`src/rtl/core/array_offset_index_converter_unit_macros.svh`:
```
// ----------------------------------------------------------------------------
// Assertion macros for the array offset / index converter
// Shorthand for clocked properties checked on clk and disabled in reset.
// ----------------------------------------------------------------------------
`ifndef ARRAY_OFFSET_INDEX_CONVERTER_UNIT_MACROS_SVH
`define ARRAY_OFFSET_INDEX_CONVERTER_UNIT_MACROS_SVH

// The consequent must hold in the same cycle as the antecedent.
`define AOIC_ASSERT_SAME(label, ante, cons) \
  label: assert property (@(posedge clk) disable iff (rst) (ante) |-> (cons)) \
    else $error("same-cycle check failed");

// The consequent must hold in the cycle after the antecedent.
`define AOIC_ASSERT_NEXT(label, ante, cons) \
  label: assert property (@(posedge clk) disable iff (rst) (ante) |=> (cons)) \
    else $error("next-cycle check failed");

`endif

```
`src/rtl/core/aoic_pkg.sv`:
```
// ----------------------------------------------------------------------------
// aoic_pkg
// Shared constants, types and helpers of the offset / index converter.
// ----------------------------------------------------------------------------
`default_nettype none

package aoic_pkg;

  localparam int MAX_DIMS       = 7;
  localparam int NUM_DIV        = MAX_DIMS - 1;
  localparam int OFF_W          = 32;
  localparam int DIM_W          = 16;
  localparam int RANK_W         = 3;
  localparam int REG_IDX_W      = 3;
  localparam int BITS_PER_STAGE = 4;
  localparam int STAGES_PER_DIM = OFF_W / BITS_PER_STAGE;
  localparam int DIV_STAGES     = NUM_DIV * STAGES_PER_DIM;

  // Configuration register indexes.
  localparam logic [REG_IDX_W-1:0] REG_RANK  = 3'd0;
  localparam logic [REG_IDX_W-1:0] REG_DIM_0 = 3'd1;

  // Input kinds.
  localparam logic KIND_OFF_TO_IDX = 1'b0;
  localparam logic KIND_IDX_TO_OFF = 1'b1;

  typedef logic [MAX_DIMS-1:0][DIM_W-1:0] dims_t;
  typedef logic [NUM_DIV-1:0][DIM_W-1:0]  rems_t;

  // One item as it travels down the pipeline.
  typedef struct packed {
    logic             kind;
    logic             flag;
    logic [OFF_W-1:0] num;
    logic [DIM_W-1:0] rem;
    rems_t            rems;
    dims_t            ix;
    logic [OFF_W-1:0] w;
    logic [OFF_W-1:0] prod;
    logic [OFF_W-1:0] acc;
  } pipe_t;

  // A dimension of size zero counts as one in the arithmetic.
  function automatic logic [DIM_W-1:0] eff_dim(input logic [DIM_W-1:0] d);
    eff_dim = (d == '0) ? DIM_W'(1) : d;
  endfunction

  // Term (index - 1) * stride, modulo 2^32.
  function automatic logic [OFF_W-1:0] idx_term(input logic [DIM_W-1:0] ix,
                                                input logic [OFF_W-1:0] w);
    logic [OFF_W-1:0] ixm1;
    ixm1 = OFF_W'(ix) - OFF_W'(1);
    idx_term = ixm1 * w;
  endfunction

endpackage

`default_nettype wire

```
`src/rtl/core/aoic_back.sv`:
```
// ----------------------------------------------------------------------------
// aoic_back
// Tail of the pipeline: slowest dimension term, result formatting, range
// flag and the output register.
// ----------------------------------------------------------------------------
`default_nettype none

module aoic_back import aoic_pkg::*; (
  input  wire logic              clk,
  input  wire logic              rst,
  input  wire logic              adv,
  input  wire logic [RANK_W-1:0] rank,
  input  wire dims_t             dims,
  input  wire logic              in_valid,
  input  wire pipe_t             in_data,
  output logic                   mid_valid,
  output logic                   out_valid,
  output logic [OFF_W-1:0]       offset_out,
  output dims_t                  index_out,
  output logic                   out_of_range
);

  pipe_t            mid;
  pipe_t            mid_next;
  logic [DIM_W-1:0] top_dim;
  logic [OFF_W-1:0] off_res;
  dims_t            idx_res;
  logic             flag_res;

  // Term of the slowest dimension.
  always_comb begin
    mid_next      = in_data;
    mid_next.prod = ({1'b0, rank} > 4'(MAX_DIMS - 1)) ?
                    idx_term(in_data.ix[MAX_DIMS-1], in_data.w) : '0;
  end

  always_ff @(posedge clk) begin
    if (rst) begin
      mid_valid <= 1'b0;
    end else if (adv) begin
      mid_valid <= in_valid;
    end
  end

  always_ff @(posedge clk) begin
    if (adv) begin
      mid <= mid_next;
    end
  end

  // Result formatting.
  always_comb begin
    top_dim  = (rank == '0) ? DIM_W'(1) : eff_dim(dims[RANK_W'(rank - RANK_W'(1))]);
    idx_res  = '0;
    off_res  = '0;
    flag_res = mid.flag;
    if (mid.kind == KIND_IDX_TO_OFF) begin
      off_res = mid.acc + mid.prod;
    end else begin
      if (mid.num >= {{(OFF_W-DIM_W){1'b0}}, top_dim}) flag_res = 1'b1;
      for (int d = 0; d < MAX_DIMS; d++) begin
        if ({1'b0, rank} == 4'(d + 1)) begin
          idx_res[d] = mid.num[DIM_W-1:0] + DIM_W'(1);
        end else if (d < NUM_DIV && {1'b0, rank} > 4'(d + 1)) begin
          idx_res[d] = mid.rems[d] + DIM_W'(1);
        end
      end
    end
  end

  // Output register.
  always_ff @(posedge clk) begin
    if (rst) begin
      out_valid <= 1'b0;
    end else if (adv) begin
      out_valid <= mid_valid;
    end
  end

  always_ff @(posedge clk) begin
    if (adv) begin
      offset_out   <= off_res;
      index_out    <= idx_res;
      out_of_range <= flag_res;
    end
  end

endmodule

`default_nettype wire

```
`config.mk`:
```
export PLATFORM = sky130hd
export DESIGN_NAME = aoic_back
export DESIGN_NICKNAME = d
export VERILOG_FILES = /design/src/rtl/core/array_offset_index_converter_unit_macros.svh /design/src/rtl/core/aoic_pkg.sv /design/src/rtl/core/aoic_back.sv
export SDC_FILE = /design/constraint.sdc
export NUM_CORES = 2
export LEC_CHECK = 0
export BUFFER_PORTS_ARGS = -buffer_cell sky130_fd_sc_hd__buf_4
export CAP_MARGIN = 20
export CORE_UTILIZATION = 24
export CTS_CLUSTER_DIAMETER = 80
export CTS_CLUSTER_SIZE = 14
export DETAILED_ROUTE_END_ITERATION = 6
export SYNTH_ARGS = -nofsm -noshare
export SYNTH_HDL_FRONTEND = slang
export SYNTH_SLANG_ARGS = --single-unit
```
`constraint.sdc`:
```
create_clock -name clk -period 17.55 [get_ports clk]
set_clock_uncertainty 0.05 [all_clocks]
set_input_delay 0.8775 -clock clk [delete_from_list [all_inputs] [get_ports clk]]
set_output_delay 0.8775 -clock clk [all_outputs]
set_load 0.1 [all_outputs]
```
# After elaboration in Yosys (flattened, before gate mapping)
# Index checks and enable logic that the tools add are counted.
[op_classes] addsub=10 multipliers=1 order_cmp=8 eq_ne=7 mux=18 bitwise_logic=1 reduce_logical=3
[op_table] cell="16-bit 2-to-1 mux" count=15
[op_table] cell="16-bit by 1-bit adder with 16-bit output (second input constant)" count=7
[op_table] cell="16-bit binary-select mux with 3-bit select" count=1
[op_table] cell="32-bit adder" count=1
[op_table] cell="32-bit by 16-bit greater-or-equal comparator with 1-bit output" count=1
[op_table] cell="17-bit by 32-bit multiplier with 32-bit output" count=1
[op_table] cell="16-bit by 1-bit subtractor with 17-bit output (second input constant)" count=1
[op_table] cell="16-bit logical NOT" count=1
[op_table] cell="3-bit equality test (second input constant)" count=4
[op_table] cell="3-bit > comparator (second input constant)" count=3
[op_table] cell="3-bit by 2-bit equality test with 1-bit output (second input constant)" count=2
[op_table] cell="3-bit by 2-bit > comparator with 1-bit output (second input constant)" count=2
[op_table] cell="3-bit by 4-bit < comparator with 1-bit output (second input constant)" count=1
[op_table] cell="3-bit by 1-bit equality test with 1-bit output (second input constant)" count=1
[op_table] cell="3-bit by 1-bit > comparator with 1-bit output (second input constant)" count=1
[op_table] cell="3-bit logical NOT" count=1
[op_table] cell="3-bit by 1-bit subtractor with 3-bit output (second input constant)" count=1
[op_table] cell="1-bit 2-to-1 mux" count=2
[op_table] cell="2-bit OR reduction" count=1
[op_table] cell="1-bit NOT" count=1
[totals] register_bits=341 output_inout_bits=147

# Depth between registers and ports, before layout
[depth] word_depth=9 ltp_mapped=30

# Least setup slack after synthesis
# Ideal clock, no wire load.
[synth_timing] path_kind="in2reg" startpoint="input port in_data[195] (netlist name)" endpoint="register mid[63] (netlist name) (data pin)" setup_time_ns=0.270 arrival_time_ns=7.773 t_required_ns=17.230 slack_ns=9.457 path_stages=26 path_buffers=2 path_cell_list="or3_1 > buf_2 > or4_4 > nor4_1 > xor2_1 > clkbuf_1 > nand2_1 > fa_1 > fa_1 > inv_1 > fa_1 > fa_1 > fa_1 > inv_1 > fa_1 > inv_1 > ha_1 > o21a_1 > o21a_1 > o21ai_0 > nor2b_1 > o21ai_0 > a31o_2 > a2111oi_0 > or4_1 > a21oi_1"
[synth_via] elab_chain_len=2
[synth_lines] item="start, declared" line="aoic_back.sv:15" rtl="input wire pipe_t in_data,"
[synth_lines] item="16-bit by 1-bit subtractor with 17-bit output" line="aoic_pkg.sv:52" rtl="ixm1 = OFF_W'(ix) - OFF_W'(1);"
[synth_lines] item="17-bit by 32-bit multiplier with 32-bit output" line="aoic_pkg.sv:53" rtl="idx_term = ixm1 * w;"
[synth_lines] item="end signal, assigned" line="aoic_back.sv:47" rtl="mid <= mid_next;"
[synth_lines] item="end, declared" line="aoic_back.sv:23" rtl="pipe_t mid;"
# No other way between the ends.
# A chain may end at the register's enable or synchronous reset.

# Worst setup path after layout
[layout_timing] startpoint="input port in_data[192] (netlist name)" endpoint="register mid[63] (netlist name) (data pin)"
# Same word-level chain as after synthesis.

==> impl_metrics.toml <==
[clocking]
cts_sinks = 341
cts_setup_buffers = 0
cts_buffers = 31
ctsResizeCount = 0
htreeDepth = 1
cts_tree = "yes"
clock_latency_ns = 0.62
clk_path_buf_depth = 3
ctsHoldBuffers = 0
path_clk_slew_ns = 0.07
clock-root-buffer = "clkbuf_16"

[timing]
max_clock_freq_mhz = 119
setup_ws_ns = 9.15
layout_min_cycle_time_ns = 8.40
fin_setup_tns_ns = 0
finalHoldViolCount = 0
setup_viol = 0
slew_headroom_pct = 24.9
maxSlewViolCount = 0
min_period_over_period_pct = 47.9
grt_setup_unrepaired = "no"
tightest_slew_ns = 1.12
hold_slack_ns = 0.372

[place]
dpl_cell_area_um2 = 34700
gp_congestion = 0.870
place_ws_ns = 8.30
place.detailed.hpwl_um = 74200
dp.cells = 4791
numPortBuffers = 475

[logic_synthesis]
synth_top_area_share_pct = 34.9
syn_inst = 2775
synth_edf_count = 339
avgSynthCellArea_um2 = 10.5
synth_fp_nets = 3723
synth_ff_type = "edfxtp_1"
synth-async-reset-ratio_pct = 0
seq_area_frac_synth_pct = 35.0
synth_cell_types = 56
syn_area_um2 = 29200
ys_top_cells_by_area = "edfxtp_1 35%, fa_1 22%, ha_1 6.7%"
yosysWarnings = 0
ys_seq_elements = 341
synth_top_cell_by_area = "edfxtp_1"

[power]
swShare_pct = 48.2
combinationalPowerShare_pct = 71.5
seqPwrFrac_pct = 17.5
powerDensity_nw_per_um2 = 174
p_int_mw = 3.22
leakagePower_nw = 15.7
clock_power_share_pct = 10.9
ir_drop_mv = 0.197
switching_power_mw = 3.00
finalPower_mw = 6.21

[drt]
routedWlPerCell_um = 19.4
vias = 21615
firstDrtPassIters = 5
antenna_left = 0
first_iter_violations = 1376
routed_via_density = 4.46
wl_um = 94000
drc = 0

[floorplanning]
rows = 127
initial_utilization_pct = 24.3
die_x_um = 351
die_h_um = 351
core_um2 = 120000
ios = 620
dieArea_um2 = 123000

[setup_path]
worstSetupStartpointType = "input pin"
crit_required_ns = 17.84
startpoint = "in_data[192]"
crit_arrival_ns = 8.69
critPathMaxFanout = 33
crit_type = "in -> reg"
rrSetupSlack_ns = 14.00
cp-endpoint = "mid[63]"
cp-end-kind = "flip-flop"
rr_worst_depth = 10
r2r-start = "mid[5]"
timing.rr.end = "offset_out[27]"

[grt]
antenna_found_initial = 14
globalRoute.totalOverflow = 0
grt_pass1_wl_um = 139000
grtUsageTotal_pct = 15.0
grt_max_degree = 133
grt_pass1_vias = 22226

[finish]
utilization_pct = 29.7
drive_above_1_share_pct = 19.0
areaGrowthSynthToFinish_pct = 22.5
fin_area_um2 = 35700
finalNonFillerCells = 4851
fillerInstances = 12554
final_cell_mix = "513 x buf_4, 404 x inv_1, 339 x edfxtp_1"
fin_nets = 4163
final_common_cell = "buf_4"

[hold_path]
min_path_type = "in -> reg"

[status]
status = "complete, no violations"

[job]
maxCapViolCount = 0
flip-flops by register name, indices dropped and copies added (netlist names):
signal / cells
index_out: 112
mid: 194
mid_valid: 1
offset_out: 32
out_of_range: 1
out_valid: 1
power by group through the flow:
| stage | Combinational (mW) | Sequential, mW | Clock, mW |
|---|---|---|---|
| 4_1_cts | 4.46 | 1.09 | 0.709 |
| 3_3_place_gp | 4.39 | 1.11 | 0 |
| 5_1_grt | 4.97 | 1.10 | 0.734 |
| 2_1_floorplan | 3.06 | 1.35 | 0 |
| 6_report | 4.44 | 1.09 | 0.680 |
| 3_5_place_dp | 4.43 | 1.11 | 0 |
per-layer routing:
metal | up-vias | track usage, % | routed length [um]
met5 | - | 0 | 110
met4 | 18 | 3.80 | 2310
met3 | 136 | 3.00 | 7680
met2 | 797 | 26.5 | 46100
met1 | 10704 | 18.6 | 37800
li1 | 9960 | - | -
logic make-up after synthesis:
logic type | synth area share (%)
AOI/OAI and AO/OA | 6.83
xor gates and xnor gates | 5.42
and+or+nand+nor | 15.5
adders and majority gates | 28.6
DFF | 35.0
muxes | 1.99
buffers and inverters | 6.61
worst min path at each step:
stage	end	from	slack, ns	depth (start not counted)
finish	mid_valid	rst	0.37	2
global route	mid[326]	in_data[326]	0.33	1
CTS	mid_valid	rst	0.32	2
detailed placement	out_valid	out_valid	0.44	2
global placement	out_valid	out_valid	0.43	2
floorplan	index_out[96]	mid[320]	0.55	1
layout make-up:
type	instances	area, um2	area share, %
Inverter	405	1520	4.26
Clock inverter	9	139	0.389
Sequential cell	341	10200	28.6
Clock buffer	43	831	2.33
Multi-Input combinational cell	1921	17100	47.9
Timing Repair Buffer	515	3880	10.9
Antenna cell	5	12.5	0.0350
Tap cell	1612	2020	5.65
worst max-delay path: stages:
cell and delay (ns):
buf_4 0.23, inv_1 0.28, ha_1 0.28, nand2b_1 0.16, or4_4 0.57, nor4_1 0.34
xor2_2 0.17, buf_4 0.30, nand2_1 0.13, fa_1 0.52, fa_1 0.50, inv_1 0.05
fa_1 0.49, fa_1 0.44, fa_1 0.49, inv_1 0.05, fa_1 0.47, inv_1 0.04
ha_1 0.32, o21a_1 0.12, o21a_1 0.17, o21ai_0 0.27, nor2b_1 0.20, o21ai_0 0.18
a31o_2 0.31, a2111oi_0 0.46, or4_1 0.19, a21oi_1 0.05
Yosys cell counts, drive strengths merged, types with 6 or more instances:
library cell,instances
inv,404
edfxtp,339
fa,320
nand2,283
nor2,228
ha,155
and2,128
xnor2,111
clkbuf,104
nor2b,86
a22oi,73
a21oi,60
xor2,59
nand3,56
o21ai,44
a21o,43
nor3,36
nand4,29
or2,24
mux2i,22
o211ai,20
o21a,19
mux4,16
and3,15
nand2b,15
and4,9
nor4,9
o21bai,6
(Power assumes the default switching activity.)
