===== config.mk =====
export PLATFORM = sky130hd
export DESIGN_NAME = aoic_div_stage
export DESIGN_NICKNAME = d
export VERILOG_FILES = /design/src/rtl/core/array_offset_index_converter_unit_macros.svh /design/src/rtl/core/aoic_pkg.sv /design/src/rtl/core/aoic_div_stage.sv
export SDC_FILE = /design/constraint.sdc
export NUM_CORES = 1
export LEC_CHECK = 0
export BUFFER_PORTS_ARGS = -buffer_cell sky130_fd_sc_hd__buf_2
export CAP_MARGIN = 20
export CORE_AREA = 4 4 317 319
export DETAILED_ROUTE_END_ITERATION = 6
export DIE_AREA = 0 0 321 323
export HOLD_SLACK_MARGIN = 0.05
export PLACE_DENSITY = 0.5
export SETUP_SLACK_MARGIN = 0.2
export SLEW_MARGIN = 30
export SYNTH_ARGS = -nofsm -noshare
export SYNTH_HDL_FRONTEND = slang
export SYNTH_SLANG_ARGS = --single-unit

===== constraint.sdc =====
create_clock -name clk -period 31 [get_ports clk]
set_input_delay 4.65 -clock clk [delete_from_list [all_inputs] [get_ports clk]]
set_output_delay 4.65 -clock clk [all_outputs]
set_load 0.01 [all_outputs]

===== src/rtl/core/array_offset_index_converter_unit_macros.svh =====
// ----------------------------------------------------------------------------
// Assertion macros for the array offset / index converter
// Shorthand for clocked properties checked on clk and disabled in reset.
// ----------------------------------------------------------------------------
`ifndef ARRAY_OFFSET_INDEX_CONVERTER_UNIT_MACROS_SVH
`define ARRAY_OFFSET_INDEX_CONVERTER_UNIT_MACROS_SVH

// The consequent must hold in the same cycle as the antecedent.
`define AOIC_ASSERT_SAME(label, ante, cons) \
  label: assert property (@(posedge clk) disable iff (rst) (ante) |-> (cons)) \
    else $error("same-cycle check failed");

// The consequent must hold in the cycle after the antecedent.
`define AOIC_ASSERT_NEXT(label, ante, cons) \
  label: assert property (@(posedge clk) disable iff (rst) (ante) |=> (cons)) \
    else $error("next-cycle check failed");

`endif


===== src/rtl/core/aoic_pkg.sv =====
// ----------------------------------------------------------------------------
// aoic_pkg
// Shared constants, types and helpers of the offset / index converter.
// ----------------------------------------------------------------------------
`default_nettype none

package aoic_pkg;

  localparam int MAX_DIMS       = 7;
  localparam int NUM_DIV        = MAX_DIMS - 1;
  localparam int OFF_W          = 32;
  localparam int DIM_W          = 16;
  localparam int RANK_W         = 3;
  localparam int REG_IDX_W      = 3;
  localparam int BITS_PER_STAGE = 4;
  localparam int STAGES_PER_DIM = OFF_W / BITS_PER_STAGE;
  localparam int DIV_STAGES     = NUM_DIV * STAGES_PER_DIM;

  // Configuration register indexes.
  localparam logic [REG_IDX_W-1:0] REG_RANK  = 3'd0;
  localparam logic [REG_IDX_W-1:0] REG_DIM_0 = 3'd1;

  // Input kinds.
  localparam logic KIND_OFF_TO_IDX = 1'b0;
  localparam logic KIND_IDX_TO_OFF = 1'b1;

  typedef logic [MAX_DIMS-1:0][DIM_W-1:0] dims_t;
  typedef logic [NUM_DIV-1:0][DIM_W-1:0]  rems_t;

  // One item as it travels down the pipeline.
  typedef struct packed {
    logic             kind;
    logic             flag;
    logic [OFF_W-1:0] num;
    logic [DIM_W-1:0] rem;
    rems_t            rems;
    dims_t            ix;
    logic [OFF_W-1:0] w;
    logic [OFF_W-1:0] prod;
    logic [OFF_W-1:0] acc;
  } pipe_t;

  // A dimension of size zero counts as one in the arithmetic.
  function automatic logic [DIM_W-1:0] eff_dim(input logic [DIM_W-1:0] d);
    eff_dim = (d == '0) ? DIM_W'(1) : d;
  endfunction

  // Term (index - 1) * stride, modulo 2^32.
  function automatic logic [OFF_W-1:0] idx_term(input logic [DIM_W-1:0] ix,
                                                input logic [OFF_W-1:0] w);
    logic [OFF_W-1:0] ixm1;
    ixm1 = OFF_W'(ix) - OFF_W'(1);
    idx_term = ixm1 * w;
  endfunction

endpackage

`default_nettype wire


===== src/rtl/core/aoic_div_stage.sv =====
// ----------------------------------------------------------------------------
// aoic_div_stage
// One stage of the mixed-radix divider: a few quotient bits of one dimension,
// plus one step of the stride/offset accumulation for the reverse direction.
// ----------------------------------------------------------------------------
`default_nettype none

module aoic_div_stage import aoic_pkg::*; #(
  parameter int SEG  = 0,
  parameter int STEP = 0
) (
  input  wire logic              clk,
  input  wire logic              rst,
  input  wire logic              adv,
  input  wire logic [RANK_W-1:0] rank,
  input  wire dims_t             dims,
  input  wire logic              in_valid,
  input  wire pipe_t             in_data,
  output logic                   out_valid,
  output pipe_t                  out_data
);

  pipe_t            nxt;
  logic [DIM_W-1:0] dsr;
  logic [DIM_W:0]   t;
  logic             qbit;
  logic             in_use;

  always_comb begin
    nxt    = in_data;
    in_use = {1'b0, rank} > 4'(SEG);
    // Only dimensions below the slowest one in use are divided out.
    dsr    = ({1'b0, rank} > 4'(SEG + 1)) ? eff_dim(dims[SEG]) : DIM_W'(1);

    // Restoring long division, one quotient bit per step.
    for (int b = 0; b < BITS_PER_STAGE; b++) begin
      t    = {nxt.rem, nxt.num[OFF_W-1]};
      qbit = (t >= {1'b0, dsr});
      if (qbit) begin
        nxt.rem = DIM_W'(t - {1'b0, dsr});
      end else begin
        nxt.rem = t[DIM_W-1:0];
      end
      nxt.num = {nxt.num[OFF_W-2:0], qbit};
    end

    // Remainder of this dimension is final at the last step.
    if (STEP == STAGES_PER_DIM - 1) begin
      nxt.rems[SEG] = nxt.rem;
      nxt.rem       = '0;
    end

    // Reverse direction: term, stride update, accumulate.
    if (STEP == 0) begin
      nxt.prod = in_use ? idx_term(in_data.ix[SEG], in_data.w) : '0;
    end
    if (STEP == 1) begin
      nxt.w = OFF_W'(in_data.w * {{(OFF_W-DIM_W){1'b0}}, eff_dim(dims[SEG])});
    end
    if (STEP == 2) begin
      nxt.acc = in_data.acc + in_data.prod;
    end
  end

  // Stage register.
  always_ff @(posedge clk) begin
    if (rst) begin
      out_valid <= 1'b0;
    end else if (adv) begin
      out_valid <= in_valid;
    end
  end

  always_ff @(posedge clk) begin
    if (adv) begin
      out_data <= nxt;
    end
  end

endmodule

`default_nettype wire


## Word level (Yosys, flattened, before mapping)

Index checks and enable logic that the tools add are counted.

| operators by class | value |
|---|---|
| add/sub/neg operators | 5 |
| multipliers | 1 |
| $lt $le $gt $ge | 6 |
| muxes and demuxes | 6 |
| reduce and logical (&&, ||, !) cells | 1 |

Operators by type and width:

| operator | count |
|---|---|
| $mux 16 | 6 |
| $ge 17x16->1 | 4 |
| $sub 16x16->16 | 4 |
| $mul 17x32->32 | 1 |
| $sub 16x1->17 const B | 1 |
| $logic_not 16->1 | 1 |
| $gt 3x1->1 const B | 2 |

| word-level totals | value |
|---|---|
| flip-flop bits (word level) | 355 |
| bits of input ports | 473 |
| output and inout port bits | 355 |
| word-level logic and storage cells | 40 |

## Logic depth before layout (Yosys ltp)

| logic depth | value |
|---|---|
| word-level depth | 11 |
| depth in mapped cells | 52 |
| mapped depth without buffers | 44 |

## Worst setup path after synthesis

OpenSTA, ideal clock, no wires.

| timing path | value |
|---|---|
| kind | input to register |
| from | input rank[1] |
| to | register out_data[311] in the netlist's numbering, data pin |
| library setup time | 0.260 ns |
| arrival time | 14.089 ns |
| required time | 30.740 ns |
| slack | 16.650 ns |
| stages | 50 |
| path buffers | 9 |
| cells stage by stage | or2_2 > clkbuf_1 > clkbuf_1 > nand2_1 > ha_1 > o21a_1 > o21ai_1 > a21oi_2 > a211oi_4 > o21ai_1 > buf_2 > buf_2 > o21ai_1 > inv_1 > ha_1 > nor2b_1 > o31a_1 > o211ai_2 > (+14 left out) > o31a_1 > o21ai_0 > nand2_1 > nand3b_4 > buf_6 > mux2i_1 > ha_1 > nor2b_1 > o31ai_1 > a31oi_1 > o211ai_1 > a21oi_1 > o31a_1 > o21ai_0 > nand2_1 > a31oi_4 > buf_8 > mux2_4 |

RTL lines:

| what | line | RTL |
|---|---|---|
| from (decl) | aoic_div_stage.sv:15 | `input wire logic [RANK_W-1:0] rank,` |
| to (signal assigned) | aoic_div_stage.sv:76 | `out_data <= nxt;` |
| to (decl) | aoic_div_stage.sv:20 | `output pipe_t out_data` |

==> impl_metrics.toml <==
[min_path]
hp-class = "register to register"

[pwr]
p_per_area_nw_per_um2 = 128
peakVddDrop_mv = 0.152
power_leakage_nw = 15.1

[clock_tree]
cts_sinks = 355
cts_made_buffers = 45
post_cts_resized = 0
cts_setup_buffers = 0
holdBufCountCts = 0
tritoncts = "built"
clk_root_buffer_cell = "sky130_fd_sc_hd__clkbuf_16"
clock_latency_ns = 0.59
clk_transition_reported_paths_ns = 0.06
clock_path_buffers = 3
total_number_of_h_tree_levels = 2

[placed_design]
hpwl_after_dpl_mm = 79.2
gpl.final_weighted_congestion = 0.879
port-buffer-count = 699
place_inst = 4239

[floorplan]
chipWidth_um = 321
coreArea_um2 = 97800
dieArea_um2 = 104000
die_h_um = 323
num_rows = 115
initial_utilization = 0.278
ios = 828

[run_status]
outcome = "finished, final reports clean"

[logic_synthesis]
synth_seq_cells = 355
synth.net_count = 3263
synthesis.area_um2 = 27200
asyncSetResetFlopFracSynth = 0
seq_area_frac_synth = 0.392
dominantRegCellSynth = "sky130_fd_sc_hd__edfxtp_1"
ys_types = 76
synth_top_cells_by_area = "sky130_fd_sc_hd__edfxtp_1, sky130_fd_sc_hd__fa_1, sky130_fd_sc_hd__ha_1"
yosys_warnings = 0
synthDominantCellAreaShare = 0.391
netlist.top_cell.by_area = "sky130_fd_sc_hd__edfxtp_1"
synthesis.instances = 2307
synth_enable_flop_cells = 354
synth.cells.most_frequent = "sky130_fd_sc_hd__edfxtp_1, sky130_fd_sc_hd__inv_1, sky130_fd_sc_hd__fa_1"
postSynthAreaPerCell_um2 = 11.8
most_used_standard_cell_by_instance_count_after_synthesis = "sky130_fd_sc_hd__edfxtp_1"

[timing]
grt_setup_unrepaired = "no"
clock_tree_skew_after_final_layout_ns = 0
min_period_ns = 15.66
report.final.slew_viol_count = 0
finalSetupViolCount = 0
maxSlewHeadroom = 0.426
timing.setup.tns_ns = 0
timing.final.crit_share = 0.505
timing_worst_slew_pin_value_ns = 0.861
clock.fmax_mhz = 63.9
hold_viol_final = 0

[layout]
finish.utilization = 0.346
fin_nets = 3956
final_cells = 4327
drive_above_1_share = 0.289
syn_to_final_growth_pct = 24.6

[worst_setup_path]
critical-path-top-delay-family = "compound AO/OA/AOI/OAI gates"
critical-path-slowest-cell = "sky130_fd_sc_hd__a31oi_4"
worst-path-max-fanout = 20
timing.critical_path.arrival_ns = 16.01
path_buf_inv = 5
critical_path.endpoint_type = "register"
cp_data_required_time_ns = 31.35
worstSetupPathType = "input port to register"
crit_path_start_kind = "input port"
slowest_delay_ns = 0.63
critical-path-top-cell-by-count = "sky130_fd_sc_hd__ha_1"

[route]
drt_drc_violations_left = 0
detail-route-antenna-nets = 0
drt-pass1-iter-count = 5
routed_wirelength_mm = 100
post_drt_wl_per_cell_um = 23.1
drt-initial-drc-count = 930
via_per_inst = 4.60
via_count = 19900

[global_route]
grt_remaining_overflow = 0
globalRouteTotalUtil = 0.189
grt_max_degree = 145
first_global_vias = 20500
antenna_violations_before_repair = 29
grt_pass1_wl_mm = 142

[flow_run]
timing.max_cap.violations = 0
-- cell families (layout without fill, tap and decap cells) --
| logic type | count (synthesis) | after routing | synth area share |
|---|---|---|---|
| xor gates and xnor gates | 101 | 101 | 0.0341 |
| DFF | 355 | 355 | 0.392 |
| adders and majority gates | 483 | 483 | 0.312 |
| buffers and inverters | 410 | 1137 | 0.0583 |
| and+or+nand+nor | 677 | 677 | 0.125 |
| other | 0 | 6 | 0 |
| muxes | 48 | 48 | 0.0210 |
| AOI/OAI and AO/OA | 233 | 233 | 0.0577 |
-- where the power goes --
group / switching, mW / internal [mW]
clock network: 0.226 / 0.327
logic: 1.72 / 1.30
registers: 0.0234 / 0.722
-- state kept, by name, indices dropped and copies added (netlist names) --
register   cells
out_data     354
out_valid      1
-- routing by layer --
layer	global-route usage	part of all wire	vias to the layer above
met3	0.0497	0.072	141
met5	0	0.0015	-
met2	0.341	0.51	652
met1	0.220	0.39	10100
li1	-	-	9018
met4	0.0539	0.025	22
-- through the flow --
| step | power [mW] | instance area, µm² | setup slack [ns] | hold WS, ns |
|---|---|---|---|---|
| 2_1_floorplan | 2.93 | 27200 | 16.65 | 0.528 |
| 3_3_place_gp | 3.81 | 32200 | 14.65 | 0.481 |
| 3_5_place_dp | 3.81 | 32200 | 14.67 | 0.497 |
| 4_1_cts | 4.40 | 33800 | 15.32 | 0.517 |
| 5_1_grt | 4.77 | 33800 | 14.54 | 0.547 |
| 6_report | 4.32 | 33800 | 15.34 | 0.514 |
-- cell usage in the layout (no fill, tap or decap), types with 5 or more instances in the layout --
| cell type | instances |
|---|---|
| sky130_fd_sc_hd__buf_2 | 698 |
| sky130_fd_sc_hd__ha_1 | 160 |
| sky130_fd_sc_hd__o31a_1 | 5 |
| sky130_fd_sc_hd__a211o_1 | 5 |
| sky130_fd_sc_hd__o211ai_1 | 9 |
| sky130_fd_sc_hd__a21o_1 | 20 |
| sky130_fd_sc_hd__nand2_1 | 265 |
| sky130_fd_sc_hd__mux2_4 | 10 |
| sky130_fd_sc_hd__nor2b_1 | 128 |
| sky130_fd_sc_hd__a21oi_1 | 58 |
| sky130_fd_sc_hd__inv_1 | 334 |
| sky130_fd_sc_hd__buf_4 | 19 |
| sky130_fd_sc_hd__o21a_1 | 18 |
| sky130_fd_sc_hd__a211oi_1 | 16 |
| sky130_fd_sc_hd__clkinv_2 | 6 |
| sky130_fd_sc_hd__and4_1 | 5 |
| sky130_fd_sc_hd__o21ai_0 | 47 |
| sky130_fd_sc_hd__fa_1 | 323 |
| sky130_fd_sc_hd__or2_2 | 17 |
| sky130_fd_sc_hd__xnor2_1 | 60 |
| sky130_fd_sc_hd__nor2_1 | 86 |
| sky130_fd_sc_hd__nor4_1 | 8 |
| sky130_fd_sc_hd__and2_1 | 77 |
| sky130_fd_sc_hd__mux2i_1 | 7 |
| sky130_fd_sc_hd__or3_1 | 10 |
| sky130_fd_sc_hd__clkinv_1 | 8 |
| sky130_fd_sc_hd__bufinv_16 | 7 |
| sky130_fd_sc_hd__edfxtp_1 | 354 |
| sky130_fd_sc_hd__a31oi_1 | 8 |
| sky130_fd_sc_hd__clkbuf_16 | 45 |
| sky130_fd_sc_hd__nor3_1 | 22 |
| sky130_fd_sc_hd__nand3_1 | 11 |
| sky130_fd_sc_hd__nand4_1 | 11 |
| sky130_fd_sc_hd__mux2_2 | 31 |
| sky130_fd_sc_hd__a21boi_0 | 5 |
| sky130_fd_sc_hd__diode_2 | 6 |
| sky130_fd_sc_hd__xor2_1 | 28 |
| sky130_fd_sc_hd__and3_1 | 6 |
| sky130_fd_sc_hd__nand2b_1 | 15 |
| sky130_fd_sc_hd__o21ai_1 | 5 |
-- worst paths after layout --
path                          start                      end  slack [ns]  cells past startpoint
min          out_valid$_SDFFE_PP0P_   out_valid$_SDFFE_PP0P_        0.51                      2
max                         rank[1]  out_data[319]$_DFFE_PP_       15.34                     43
max reg2reg  out_valid$_SDFFE_PP0P_   out_valid$_SDFFE_PP0P_       30.41                      2
min reg2reg  out_valid$_SDFFE_PP0P_   out_valid$_SDFFE_PP0P_        0.51                      2
-- worst min-delay path, cell delays in order, from the launching register on --
cell,delay (ns)
sky130_fd_sc_hd__dfxtp_1,0.33
sky130_fd_sc_hd__mux2i_1,0.07
sky130_fd_sc_hd__nor2_1,0.08
-- layout make-up --
class / instances / area [µm²]
clock buffers: 49 / 1140
flip-flops and latches: 355 / 10700
well taps: 1287 / 1610
fillers: 9992 / 64000
repair buffers: 721 / 3710
inverters: 335 / 1260
diodes: 6 / 15.0
clock inverters: 32 / 400
multi-input cells: 1542 / 15000
No activity file was read; power rests on OpenSTA's default activity.
