==> src/rtl/core/array_offset_index_converter_unit_macros.svh <==
// ----------------------------------------------------------------------------
// Assertion macros for the array offset / index converter
// Shorthand for clocked properties checked on clk and disabled in reset.
// ----------------------------------------------------------------------------
`ifndef ARRAY_OFFSET_INDEX_CONVERTER_UNIT_MACROS_SVH
`define ARRAY_OFFSET_INDEX_CONVERTER_UNIT_MACROS_SVH

// The consequent must hold in the same cycle as the antecedent.
`define AOIC_ASSERT_SAME(label, ante, cons) \
  label: assert property (@(posedge clk) disable iff (rst) (ante) |-> (cons)) \
    else $error("same-cycle check failed");

// The consequent must hold in the cycle after the antecedent.
`define AOIC_ASSERT_NEXT(label, ante, cons) \
  label: assert property (@(posedge clk) disable iff (rst) (ante) |=> (cons)) \
    else $error("next-cycle check failed");

`endif

==> src/rtl/core/aoic_pkg.sv <==
// ----------------------------------------------------------------------------
// aoic_pkg
// Shared constants, types and helpers of the offset / index converter.
// ----------------------------------------------------------------------------
`default_nettype none

package aoic_pkg;

  localparam int MAX_DIMS       = 7;
  localparam int NUM_DIV        = MAX_DIMS - 1;
  localparam int OFF_W          = 32;
  localparam int DIM_W          = 16;
  localparam int RANK_W         = 3;
  localparam int REG_IDX_W      = 3;
  localparam int BITS_PER_STAGE = 4;
  localparam int STAGES_PER_DIM = OFF_W / BITS_PER_STAGE;
  localparam int DIV_STAGES     = NUM_DIV * STAGES_PER_DIM;

  // Configuration register indexes.
  localparam logic [REG_IDX_W-1:0] REG_RANK  = 3'd0;
  localparam logic [REG_IDX_W-1:0] REG_DIM_0 = 3'd1;

  // Input kinds.
  localparam logic KIND_OFF_TO_IDX = 1'b0;
  localparam logic KIND_IDX_TO_OFF = 1'b1;

  typedef logic [MAX_DIMS-1:0][DIM_W-1:0] dims_t;
  typedef logic [NUM_DIV-1:0][DIM_W-1:0]  rems_t;

  // One item as it travels down the pipeline.
  typedef struct packed {
    logic             kind;
    logic             flag;
    logic [OFF_W-1:0] num;
    logic [DIM_W-1:0] rem;
    rems_t            rems;
    dims_t            ix;
    logic [OFF_W-1:0] w;
    logic [OFF_W-1:0] prod;
    logic [OFF_W-1:0] acc;
  } pipe_t;

  // A dimension of size zero counts as one in the arithmetic.
  function automatic logic [DIM_W-1:0] eff_dim(input logic [DIM_W-1:0] d);
    eff_dim = (d == '0) ? DIM_W'(1) : d;
  endfunction

  // Term (index - 1) * stride, modulo 2^32.
  function automatic logic [OFF_W-1:0] idx_term(input logic [DIM_W-1:0] ix,
                                                input logic [OFF_W-1:0] w);
    logic [OFF_W-1:0] ixm1;
    ixm1 = OFF_W'(ix) - OFF_W'(1);
    idx_term = ixm1 * w;
  endfunction

endpackage

`default_nettype wire

==> src/rtl/core/aoic_front.sv <==
// ----------------------------------------------------------------------------
// aoic_front
// Input register: captures a transfer, checks bounds and seeds the pipeline.
// ----------------------------------------------------------------------------
`default_nettype none

module aoic_front import aoic_pkg::*; (
  input  wire logic              clk,
  input  wire logic              rst,
  input  wire logic              adv,
  input  wire logic [RANK_W-1:0] rank,
  input  wire dims_t             dims,
  input  wire logic              in_valid,
  input  wire logic              kind,
  input  wire logic [OFF_W-1:0]  offset,
  input  wire dims_t             ix,
  output logic                   out_valid,
  output pipe_t                  out_data
);

  pipe_t seed;
  logic  empty;
  logic  bad;

  // Empty array and index bound checks over the dimensions in use.
  always_comb begin
    empty = 1'b0;
    bad   = 1'b0;
    for (int d = 0; d < MAX_DIMS; d++) begin
      if ({1'b0, rank} > 4'(d)) begin
        if (dims[d] == '0) empty = 1'b1;
        if (ix[d] == '0 || ix[d] > dims[d]) bad = 1'b1;
      end
    end
    seed      = '0;
    seed.kind = kind;
    seed.flag = empty || (kind == KIND_IDX_TO_OFF && bad);
    seed.num  = offset;
    seed.ix   = ix;
    seed.w    = OFF_W'(1);
  end

  // Stage register.
  always_ff @(posedge clk) begin
    if (rst) begin
      out_valid <= 1'b0;
    end else if (adv) begin
      out_valid <= in_valid;
    end
  end

  always_ff @(posedge clk) begin
    if (adv) begin
      out_data <= seed;
    end
  end

endmodule

`default_nettype wire

==> config.mk <==
export PLATFORM = sky130hd
export DESIGN_NAME = aoic_front
export DESIGN_NICKNAME = d
export VERILOG_FILES = /design/src/rtl/core/array_offset_index_converter_unit_macros.svh /design/src/rtl/core/aoic_pkg.sv /design/src/rtl/core/aoic_front.sv
export SDC_FILE = /design/constraint.sdc
export NUM_CORES = 1
export LEC_CHECK = 0
export ABC_AREA = 0
export CAP_MARGIN = 20
export CORE_AREA = 2 2 242 244
export CTS_BUF_LIST = sky130_fd_sc_hd__clkbuf_8
export DETAILED_ROUTE_END_ITERATION = 7
export DIE_AREA = 0 0 244 246
export DONT_BUFFER_PORTS = 1
export SYNTH_ARGS = -nofsm -noshare
export SYNTH_HDL_FRONTEND = slang
export SYNTH_SLANG_ARGS = --single-unit
==> constraint.sdc <==
create_clock -name clk -period 2.4 [get_ports clk]
set_input_delay 0.24 -clock clk [delete_from_list [all_inputs] [get_ports clk]]
set_output_delay 0.24 -clock clk [all_outputs]
set_load 0.02 [all_outputs]
Yosys cells after proc, flatten, opt, wreduce, memory -nomap -nowiden

Cells that the tools add are included.

$add $sub $neg: 0
$mul: 0
Div/mod/pow operators: 0
Order comparisons: 14
Equal/unequal tests: 0
Shift operators: 0
Muxes and demuxes: 28
Bitwise gates (word level): 0
Reductions and logical operators: 23

Operator list:

| operator                                                             | count |
|---|---|
| 16-bit zero test                                                     | 14 |
| 16-bit > comparator                                                  | 7 |
| 1-bit two-way mux                                                    | 28 |
| 3-bit > comparator, second input constant                            | 3 |
| 1-bit logical OR                                                     | 8 |
| 3-bit by 1-bit > comparator with 1-bit output, second input constant | 2 |
| 3-bit by 2-bit > comparator with 1-bit output, second input constant | 2 |
| 1-bit logical AND                                                    | 1 |

Register bits: 147
Latch bits: 0
Memory bits (writable): 0
ROM bits: 0
Input port bits: 264
Output and inout bits: 355
Logic and storage cells: 76
Memories: 0

Depth between registers and ports, before layout

Gate-level depths: netlist of the first run.

Word-level depth: 18
Depth in mapped cells: 9
Gate-level depth less buffers: 9

Worst setup path before layout of the first run

No wires, ideal clock.

Kind: in2reg
From: input port dims[94] in the netlist's numbering
To: register out_data[352] in the netlist's numbering, data pin
Setup time: 267 ps
Arrival time: 1752 ps
Data required time: 2133 ps
Slack: 381 ps
Stages: 8
Buffers on the path: 0
Cell sequence: inv_1 -> ha_1 -> nand4_2 -> or4_4 -> o21ai_1 -> a21oi_1 -> o311ai_1 -> nand3_1

RTL lines:

| what                 | line             | source |
|---|---|---|
| start, declared      | aoic_front.sv:12 | `input wire dims_t dims,` |
| end signal, assigned | aoic_front.sv:54 | `out_data <= seed;` |
| end, declared        | aoic_front.sv:18 | `output pipe_t out_data` |

==> flow_summary.ini, run 1 <==
[logic_synthesis]
syn_area_um2 = 9380
async_flop_share_pct = 0
synth.avg_cell_area_um2 = 11.0
yosysUniqueCellTypes = 41
synthCells = 853
yosys_warnings = 0
ys_seq_area_share_pct = 47.0
yosysTopAreaCell = edfxtp_1
yosys-top-cells-area = edfxtp_1 47%, buf_4 17%, ha_1 15%, inv_1 4.6%, nor4_1 3.6%
ys.flop_type = edfxtp_1
synth_edf_count = 146
synth_top_area_share_pct = 46.7
ys_seq_elements = 147

[placement]
io_buffer_count = 0
hpwl_um = 27900
gp_congestion = 0.890
dpl_worst_slack_ns = -0.443
dp_cells = 1637

[worst_setup_path]
worstPathMaxFanout = 3
cp_data_required_time_ns = 2.70
startpoint_type = input pin
cp-end-kind = register
crit_arrival_ns = 2.36
worstSetupPathType = in -> reg
regToRegSetupSlack_ns = 1.14

[finish]
final_common_cell = conb_1
final_cell_mix = 208 x conb_1, 148 x dlygate4sd3_1, 146 x edfxtp_1, 115 x inv_1, 112 x ha_1
final_cells = 1819
fin_nets = 1415
drive_gt1_share_pct = 5.23
area_growth_syn_to_layout_pct = 23.5

[min_path]
hold_class = in -> reg

[detailed_routing]
ant_nets = 0
drt_iter0_drc = 256
vias_per_cell = 3.75
detail_route.first_pass.iterations = 4
drcViolationCount = 0
vias = 6813
drt_wl_total_um = 35700
post_drt_wl_per_cell_um = 19.6

[flow_run]
max_cap_violations = 0

[floorplan]
io-pin-count = 619
rows = 88
dieArea_um2 = 60000
die_x_um = 244
start_util_pct = 16.3
die-height_um = 246
fp.coreArea_um2 = 57400

[timing]
setup_viol = 0
finalHoldViolCount = 146
min_period_over_period_pct = 86.0
tns_ns = 0
period_needed_ns = 2.06
skew_ns = 0
finalMaxSlewViolations = 0
whs_ns = -0.200
max_slew_margin_pct = 43.1
rsz0062_at_grt = false
worst_slew_pin_slew_ns = 0.846
fmax_mhz = 485
fin_ws_ns = 0.336

[grt]
grt_max_degree = 148
grt_pass1_vias = 6743
grt_util_all_layers_pct = 11.3
grt_pass1_wl_um = 47000
antenna_found_initial = 4
overflow = 0

[clock_network]
post_cts_buffers = 0
htreeDepth = 4
root_buffer = clkbuf_8
cts_tree = built
cts.sinks = 147
cts-buffers-inserted = 17
clockBufferDepth = 2
clk_pin_slew_worst_paths_ns = 0.11
ctsHoldBuffers = 148
clock_latency_ns = 0.55
cts_resized = 0

[power]
power_density_nw_per_um2 = 564
leakagePower_nw = 4.89
ir_drop_mv = 0.374
power_w = 0.00653

[run_status]
violations = hold timing
status = finished, violations left
Yosys cell counts (2+ instances only):
cell	number
buf_4	208
edfxtp_1	146
inv_1	115
ha_1	112
nor4_1	54
a21oi_1	50
nand4_1	34
nand2_1	26
o21ai_0	15
nand3_1	14
nor2_1	14
a21o_1	9
o211ai_1	8
nor2b_1	6
nor3_1	4
o31ai_1	4
or4_1	4
a2111oi_0	2
a211oi_1	2
a221o_1	2
conb_1	2
o21a_1	2
o2bb2ai_1	2
worst max-delay path, cell delays in order:
cell and delay, ns:
inv_1 0.03, ha_1 0.32, a21oi_1 0.16, nand2_1 0.07
a221o_1 0.34, o31ai_1 0.32, buf_4 0.20, o21ai_0 0.24
o31ai_1 0.33, nand3_1 0.10
registers in the layout, summed over array words and instances (netlist names):
signal	cells
out_data	146
out_valid	1
power breakdown:
part           internal (W)  total, W  switching, W
Sequential          0.00306   0.00343      0.000369
Clock              0.000780   0.00207       0.00129
Combinational      0.000406   0.00103      0.000627
per-stage QoR:
stage	cell area, um2	utilization (%)
floorplan	10200	-
global placement	9710	16.9
detailed placement	9710	16.9
global route	11600	20.2
finish	11600	20.2
CTS	11600	20.2
worst paths after layout:
check                                            start                 endpoint  cells past startpoint
worst min register to register  out_valid$_SDFFE_PP0P_   out_valid$_SDFFE_PP0P_                      3
worst max-delay path                          dims[78]  out_data[352]$_DFFE_PP_                     10
worst max register to register  out_valid$_SDFFE_PP0P_   out_valid$_SDFFE_PP0P_                      3
worst min-delay path                               adv  out_data[110]$_DFFE_PP_                      0
layout make-up:
cell class	count	area, um2
Multi-Input combinational cell	589	3750
Fill cell	6199	45800
Sequential cell	147	4400
Inverter	115	432
Antenna cell	2	5.00
Clock buffer	17	234
Tap cell	765	957
Clock inverter	15	161
Timing Repair Buffer	169	1640
cells by family after synthesis:
family / share of synthesized area [%]
buffers and inverters: 21.3
AND/OR/NAND/NOR: 9.81
flip-flops: 47.0
adder cells (fa/ha/maj): 14.9
AO/OA/AOI/OAI: 6.86
other: 0.0801
multiplexers: 0.107
metal layers:
layer  wire length [um]  global-route usage [%]  vias up
li1                   -                       -     3044
met1              12800                    11.2     3221
met2              18900                    21.4      486
met3               2820                    3.54       62
met4               1160                    5.20        0
met5                  0                       0        -
Power figures use the tool's default switching activity.
==> run 2, diff against run 1 <==
--- a/config.mk
+++ b/config.mk
@@ -6,12 +6,12 @@
 export NUM_CORES = 1
 export LEC_CHECK = 0
 export ABC_AREA = 0
+export BUFFER_PORTS_ARGS = -buffer_cell sky130_fd_sc_hd__buf_4
 export CAP_MARGIN = 20
 export CORE_AREA = 2 2 242 244
 export CTS_BUF_LIST = sky130_fd_sc_hd__clkbuf_8
 export DETAILED_ROUTE_END_ITERATION = 7
 export DIE_AREA = 0 0 244 246
-export DONT_BUFFER_PORTS = 1
 export SYNTH_ARGS = -nofsm -noshare
 export SYNTH_HDL_FRONTEND = slang
 export SYNTH_SLANG_ARGS = --single-unit
==> constraint.sdc (replaced) <==
create_clock -name clk -period 2.4 [get_ports clk]
set_input_delay 0.24 -clock clk [delete_from_list [all_inputs] [get_ports clk]]
set_output_delay 0.24 -clock clk [all_outputs]
set_load 0.005 [all_outputs]
==> flow_summary.ini, run 2 (synthesized netlist as in run 1, its figures left out) <==
[floorplan]
dieArea_um2 = 60000
die_x_um = 244
rows = 88
start_util_pct = 16.3
io-pin-count = 619
fp.coreArea_um2 = 57400
die-height_um = 246

[worst_setup_path]
crit_family = simple AND/OR/NAND/NOR gates
cp-endpoint = out_data[352]$_DFFE_PP_
r2r-start = out_valid$_SDFFE_PP0P_
cp-end-kind = register
startpoint_type = input pin
cp_slowest_stage_delay_ns = 0.55
startpoint = ix[58]
rr_worst_depth = 3
crit_chain = dlygate4sd3_1 > buf_4 > ha_1 > nand4_1 > or3_1 > nor3b_1 > o21ai_2 > o311ai_4 > nand3_1
worstPathMaxFanout = 3
crit_slowest_cell = dlygate4sd3_1
worstSetupPathType = in -> reg
crit_arrival_ns = 2.60
regToRegSetupSlack_ns = 1.26
r2r_end = out_valid$_SDFFE_PP0P_
cp_data_required_time_ns = 2.68
path_buf_inv = 2
crit_cells = 9

[detailed_routing]
detail_route.first_pass.iterations = 5
vias_per_cell = 3.73
drt_iter0_drc = 285
drcViolationCount = 0
drt_wl_total_um = 38300
post_drt_wl_per_cell_um = 16.8
vias = 8485
ant_nets = 0

[grt]
grt_pass1_wl_um = 51700
grt_util_all_layers_pct = 12.0
grt_max_degree = 50
overflow = 0
antenna_found_initial = 7
grt_pass1_vias = 8419

[finish]
final_cells = 2277
drive_gt1_share_pct = 35.0
regMostFlops = out_data
final_cell_mix = 474 x buf_4, 208 x conb_1, 146 x dlygate4sd3_1, 146 x edfxtp_1, 115 x inv_1
area_growth_syn_to_layout_pct = 61.6
reg_top3 = out_data x146, out_valid x1
largest_reg_flops = 146
fin_nets = 1870
final_common_cell = buf_4

[clock_network]
clock_latency_ns = 0.54
clk_pin_slew_worst_paths_ns = 0.10
cts-buffers-inserted = 17
cts.sinks = 147
root_buffer = clkbuf_8
cts_tree = built
htreeDepth = 4
clockBufferDepth = 2

[min_path]
hold_class = in -> reg

[power]
power_frac_seq_pct = 44.8
leakagePower_nw = 7.10
power.switching_w = 0.00217
power_density_nw_per_um2 = 459
combPwrFrac_pct = 25.6
intPower_w = 0.00478
ir_drop_mv = 0.343
clock_power_share_pct = 29.6
swShare_pct = 31.2

[placement]
io_buffer_count = 410
hpwl_um = 31200
gp_congestion = 0.884
dpl_worst_slack_ns = -0.263
dp_cells = 2094

[timing]
fin_ws_ns = 0.0801
max_slew_margin_pct = 58.9
skew_ns = 0
setup_viol = 0
fmax_mhz = 431
worst_slew_pin_slew_ns = 0.611
finalHoldViolCount = 0
finalMaxSlewViolations = 0
period_needed_ns = 2.32
min_period_over_period_pct = 96.7

[run_status]
status = finished, final reports clean

[flow_run]
max_cap_violations = 0
run 2: cell types whose count changed in the layout (fill, tap and decap cells not counted), sizes merged:
cell	previous run	this run
buf	21	478
clkinv	4	5
diode	2	5
dlygate4sd3	148	146
inv	124	123
run 2: what timing repair did:
| item | CTS | global route |
|---|---|---|
| hold endpoints to repair | 145 | 0 |
| setup endpoints to repair | 0 | 1 |
| setup buffers | 0 | 1 |
| hold buffers | 146 | 0 |
| resized for setup | 0 | 21 |
run 2: stage by stage:
step                      total power, W  hold WS [ns]  setup TNS [ns]  area [um2]  utilization [%]
after floorplan                  0.00386         0.312               0       10200                -
after global placement           0.00469         0.398          -0.322       13200             23.0
after detailed placement         0.00473         0.404          -0.263       13200             23.0
after CTS                        0.00706       0.00767               0       15000             26.2
after global routing             0.00732        0.0201       -0.000133       15200             26.4
final                            0.00696        0.0802               0       15200             26.4
run 2: power by group through the flow:
stage                     Sequential, W  Combinational [W]  Clock [W]
after floorplan                 0.00319           0.000671          0
after global placement          0.00317            0.00152          0
after detailed placement        0.00317            0.00155          0
after CTS                       0.00312            0.00176    0.00219
after global routing            0.00313            0.00194    0.00224
final                           0.00311            0.00178    0.00206
run 2: cell type report:
class                   instances  area (um2)
repair buffers                624        5090
well taps                     765         957
multi-input cells             589        3860
inverters                     115         432
fillers                      6034       42200
clock buffers                  17         234
diodes                          5        12.5
clock inverters                15         161
flip-flops and latches        147        4400
run 2: worst register-to-register path: cells and delay by family, from the launching register on:
kind,cells,cell delay (ns)
buffers and inverters,1,0.55
DFF,1,0.33
and+or+nand+nor,1,0.05
muxes,1,0.12
run 2: worst min path at each step:
| stage | from | end | slack [ns] | depth (start not counted) |
|---|---|---|---|---|
| finish | ix[9] | out_data[105]$_DFFE_PP_ | 0.08 | 2 |
| global route | ix[9] | out_data[105]$_DFFE_PP_ | 0.02 | 2 |
| CTS | ix[9] | out_data[105]$_DFFE_PP_ | 0.008 | 2 |
| detailed placement | rst | out_valid$_SDFFE_PP0P_ | 0.40 | 2 |
| global placement | rst | out_valid$_SDFFE_PP0P_ | 0.40 | 2 |
| floorplan | rst | out_valid$_SDFFE_PP0P_ | 0.31 | 1 |
run 2: routing by layer:
layer  up-vias  wire, um  global-route usage [%]
met4         2      1070                    5.56
met2       480     20100                    22.4
met5         -        13                       0
met3        45      3030                    3.59
li1       3964         -                       -
met1      3994     14000                    12.3
